$ cat config.mk
export PLATFORM = sky130hd
export DESIGN_NAME = cep_mul
export DESIGN_NICKNAME = d
export VERILOG_FILES = /design/src/cep_pkg.sv /design/src/cep_mul.sv
export SDC_FILE = /design/constraint.sdc
export NUM_CORES = 2
export LEC_CHECK = 0
export BUFFER_PORTS_ARGS = -buffer_cell sky130_fd_sc_hd__buf_2
export CAP_MARGIN = 20
export CORE_MARGIN = 3
export CORE_UTILIZATION = 45
export DETAILED_ROUTE_END_ITERATION = 16
export SYNTH_ARGS = -nofsm -noshare
export SYNTH_HDL_FRONTEND = slang
export SYNTH_SLANG_ARGS = --single-unit
$ cat constraint.sdc
create_clock -name clk -period 16.9 [get_ports clk]
set_clock_uncertainty 0.2 [all_clocks]
set_input_delay 1.69 -clock clk [delete_from_list [all_inputs] [get_ports clk]]
set_output_delay 1.69 -clock clk [all_outputs]
set_load 0.02 [all_outputs]
$ cat src/cep_pkg.sv
// Shared constants and helpers for the circle event priority core.
`default_nettype none
package cep_pkg;

  localparam int CEP_COORD_BITS = 32;
  localparam int CEP_LIMB       = 32;
  localparam int CEP_USER_DEG   = 0;
  localparam int CEP_USER_OVF   = 1;
  localparam int CEP_USER_W     = 2;

  function automatic int mul_lat(int w);
    return (w + CEP_LIMB - 1) / CEP_LIMB;
  endfunction

  function automatic int pad8(int w);
    return ((w + 7) / 8) * 8;
  endfunction

endpackage
`default_nettype wire

$ cat src/cep_mul.sv
// Pipelined unsigned multiplier, one operand limb per stage.
`default_nettype none
module cep_mul #(
  parameter int AW = 32,
  parameter int BW = 32
) (
  input  logic             clk,
  input  logic             en,
  input  logic [AW-1:0]    a,
  input  logic [BW-1:0]    b,
  output logic [AW+BW-1:0] p
);
  import cep_pkg::*;

  localparam int NA  = mul_lat(AW);
  localparam int NB  = mul_lat(BW);
  localparam int AXW = CEP_LIMB * NA;
  localparam int BXW = CEP_LIMB * NB;
  localparam int XW  = CEP_LIMB * (NA + NB);

  logic [AXW-1:0] a_st   [0:NA-1];
  logic [BXW-1:0] b_st   [0:NA-1];
  logic [XW-1:0]  acc_st [0:NA];
  logic [XW-1:0]  acc_r  [1:NA];

  assign a_st[0]   = AXW'(a);
  assign b_st[0]   = BXW'(b);
  assign acc_st[0] = '0;

  for (genvar k = 0; k < NA; k++) begin : g_row
    logic [XW-1:0] ev;
    logic [XW-1:0] od;

    always_comb begin
      ev = '0;
      od = '0;
      for (int j = 0; j < NB; j++) begin
        if (j[0] == 1'b0) begin
          ev[CEP_LIMB*(k+j) +: 2*CEP_LIMB] =
            a_st[k][CEP_LIMB*k +: CEP_LIMB] * b_st[k][CEP_LIMB*j +: CEP_LIMB];
        end else begin
          od[CEP_LIMB*(k+j) +: 2*CEP_LIMB] =
            a_st[k][CEP_LIMB*k +: CEP_LIMB] * b_st[k][CEP_LIMB*j +: CEP_LIMB];
        end
      end
    end

    always_ff @(posedge clk) begin
      if (en) begin
        acc_r[k+1] <= acc_st[k] + ev + od;
      end
    end
    assign acc_st[k+1] = acc_r[k+1];

    if (k + 1 < NA) begin : g_fwd
      logic [AXW-1:0] a_r;
      logic [BXW-1:0] b_r;
      always_ff @(posedge clk) begin
        if (en) begin
          a_r <= a_st[k];
          b_r <= b_st[k];
        end
      end
      assign a_st[k+1] = a_r;
      assign b_st[k+1] = b_r;
    end
  end

  assign p = acc_st[NA][AW+BW-1:0];

endmodule
`default_nettype wire

After elaboration in Yosys (flattened, before gate mapping)

Memory sizes are Yosys's and may differ from the RTL's.
Index checks and enable logic that the tools add are counted.

Register bits: 0
Logic and storage cells: 4
Input port bits: 66
Memories kept: 1
RAM bits: 64

Muxes and demuxes: 2
Multiply operators: 1

Memories:

| name  | words | bits a word | read ports | clocked after memory_dff | write ports | RTL line      | RTL |
|---|---|---|---|---|---|---|---|
| acc_r | 1     | 64          | 1          | 0                        | 1           | cep_mul.sv:24 | `logic [XW-1:0] acc_r [1:NA];` |

Operators with widths:

| cell           | number |
|---|---|
| $mul 32x32->64 | 1 |
| $mux 1         | 2 |

Longest topological paths before layout

Depth after elaboration: 2
Gate-level depth with buffers: 29

Least setup slack after synthesis

Ideal clock, no wire load.

Kind: input port to flip-flop
From: in a[25]
To: mem acc_r[1][62] (netlist name), data pin
Cell stages on the path: 25
Path slack: 8136 ps
Arrival: 8302 ps
Setup time: 262 ps
Buffers on the path: 2
Cells stage by stage: clkbuf_1 > nand2_1 > fa_1 > inv_1 > fa_1 > inv_1 > fa_1 > inv_1 > fa_1 > fa_1 > fa_1 > fa_1 > inv_1 > fa_1 > inv_1 > ha_1 > buf_2 > nand4_1 > or4_1 > or3_1 > a31oi_1 > a31o_2 > a211oi_1 > o21ai_1 > xor2_1

Cells in the longest elaborated chain, start to end: 1

Ends and longest elaborated chain:

| item                      | RTL line      | RTL |
|---|---|---|
| start, declared           | cep_mul.sv:9  | `input logic [AW-1:0] a,` |
| $mul 32x32->64            | n/a           |  |
| named net g_row[0].ev[62] | cep_mul.sv:31 | `logic [XW-1:0] ev;` |
| end, declared             | cep_mul.sv:24 |  |

The timed path passes the listed nets, and every way through them passes these cells.

Worst setup path after layout

From: in b[12]
To: mem acc_r[1][62] (netlist name), data pin

Cells in the longest elaborated chain, start to end: 1

Ends and longest elaborated chain:

| item                      | RTL line      | RTL |
|---|---|---|
| start, declared           | cep_mul.sv:10 | `input logic [BW-1:0] b,` |
| $mul 32x32->64            | n/a           |  |
| named net g_row[0].ev[62] | cep_mul.sv:31 |  |

The timed path passes the listed nets, and every way through them passes these cells.

==> summary.txt <==
Setup crit end kind -> flop
Synth-to-Final Area Change -> 4.40%
DR WL/cell -> 21.3 um
RSZ-0062 raised after global routing -> false
Post-Synthesis Cells -> 3758
Footprint of the multi-input gates -> 29200 um^2
Reg clk slew, reported paths -> 0.06 ns
PostCTS Resize Cnt -> 0
Yosys cell types -> 56
CTS tree -> done
Drc violations -> 0
Vias in the first global route -> 27.9k
Total grt overflow -> 0
Die Y -> 286 um
Post-synth top cells -> 896 x fa_1, 863 x inv_1, 603 x and2_1
Hold Fails Final Rpt -> 0
Relative slew slack -> 0.348
Clock sinks -> 64
Rows -> 102
Outcome -> finished clean
H-tree levels -> 3
Final setup viols -> 0
CP Class -> in2reg
1st-iter DRT viols -> 1477
Post-Route WL -> 101000 um
Fmax achieved -> 103 MHz
Period utilization -> 0.572
Max cap viols -> 0
EDFF count, synth -> 64
Cell repeated most along the worst path -> fa_1
Post-CTS Setup Inserts -> 0
Crit path required time -> 16.80 ns
Layout fillers -> 7526
Worst path arrival time -> 9.56 ns
DP Wirelength -> 75600 um
GRT Util Overall -> 0.258
Setup TNS -> 0 ns
Max reg flops -> 64
Most used routing layer -> met2
Worst Setup Start Kind -> input port
CTS buffer count -> 9
Final slew viol count -> 0
Vias per std cell -> 5.24
Cell accounting for the most synthesized area -> fa_1
IO Count -> 130
Initial Util -> 0.455
Worst-path fanout max -> 33
Most frequent cell after synthesis -> fa_1
Mapped Nets -> 4983
Vias -> 24.8k
Met1 Use GR -> 0.324
FFs w/ async S/R, synth -> 0
Biggest register -> acc_r
FF/Latch Area -> 1920 um^2
Drt first pass iters -> 5
Final estimated routing congestion in global placement -> 0.866
Sequential area share after synthesis -> 0.0545
Hold Path Class -> in2reg
GR Layer Usage met2 -> 0.463
Clock Tree Buf Depth -> 2
CTS Hold Buffers Added -> 0
Port Buf Inserts -> 129
Met3 Use GR -> 0.0233
Post-Syn Area per Cell -> 9.39 um^2
Most used DFF post-synth -> edfxtp_1
CP peak stage delay -> 0.67 ns
CP delay by family, top -> adder cells
WP buf/inv -> 3
Nets -> 4911
Top Registers -> acc_r x64
Antenna violations before repair -> 1
Largest net degree at the start of global routing -> 65
Layout cells sized above 1 -> 0.0463
Die Area -> 81800 um^2
Worst-Margin Slew -> 0.978 ns
First-pass GRT wire length -> 161000 um
Share of the synthesized area in the top cell type -> 0.509
Core area -> 77600 um^2
Synth Warn # -> 0
Crit-path cells -> buf_2, and2_1, fa_1, fa_1, inv_1, fa_1, fa_1, inv_1, fa_1, fa_1, fa_1, fa_1, ha_1, nand4_1, or4_1, or3_1, a31oi_1, a31o_2, a211oi_1, o21ai_1, xor2_1
Die W -> 286 um
Flops & latches, synth -> 64
Worst path slowest cell -> buf_2
Mapped Area -> 35300 um^2
Largest cells by area after synthesis -> fa_1 51%, and2_1 11%, ha_1 9.3%
Final ANT Viol Nets -> 0
Tmin final -> 9.67 ns
CTS root buffer -> clkbuf_16
-- metal layers --
metal  routed length (um)  share of wire
met1                39300           0.39
met2                52300           0.52
met3                 4650          0.046
met4                 4430          0.044
met5                    0              0
-- final cells by class --
type / count / area share
Timing Repair Buffer: 144 / 0.0206
Multi-Input combinational cell: 2604 / 0.794
Sequential cell: 64 / 0.0522
Inverter: 863 / 0.0880
Tap cell: 1040 / 0.0353
Clock inverter: 7 / 0.00340
Antenna cell: 3 / 0.000204
Clock buffer: 9 / 0.00612
-- final timing paths --
check	startpoint	endpoint	slack, ns	cells after the start
worst max-delay path	b[12]	acc_r[1][62]	7.23	21
worst min-delay path	en	acc_r[1][55]	1.85	2
-- cells in the final DEF (no fill, tap or decap), types with 4 or more instances in the layout --
master and instances:
a211oi_1 4, a21o_1 37, a21oi_1 68, a221o_1 4, a31oi_1 11, and2_1 603
and3_1 14, and4_1 4, buf_2 129, buf_4 15, clkbuf_16 9, edfxtp_1 64
fa_1 896, ha_1 263, inv_1 863, nand2_1 478, nand3_1 12, nand4_1 24
nor2_1 21, nor3_1 5, o21a_1 8, o21ai_0 28, o21bai_1 10, or3_1 5
xnor2_1 33, xor2_1 26
-- cells by family (layout without fill, tap and decap cells) --
logic type,count (synthesis),count (layout),share of synthesized area
buffers and inverters,1090,1023,0.116
AOI/OAI and AO/OA,205,205,0.0385
muxes,1,1,0.000284
DFF,64,64,0.0545
and+or+nand+nor,1180,1180,0.174
xor gates and xnor gates,59,59,0.0147
adders and majority gates,1159,1159,0.602
other,0,3,0
-- through the flow --
step / utilization / std cells / cell area (um^2) / setup slack (ns) / hold WS, ns
5_1_grt: 0.474 / 4731 / 36800 / 6.91 / 1.91
6_report: 0.475 / 4734 / 36800 / 7.23 / 1.85
4_1_cts: 0.474 / 4731 / 36800 / 7.31 / 1.88
2_1_floorplan: - / 3758 / 35300 / 8.14 / 1.60
3_5_place_dp: 0.470 / 4715 / 36500 / 6.93 / 1.94
3_3_place_gp: 0.470 / 4715 / 36500 / 7.00 / 1.94
Power is not shown: default switching activity piles up to over one toggle a cycle in this logic, so the estimate is an artifact.
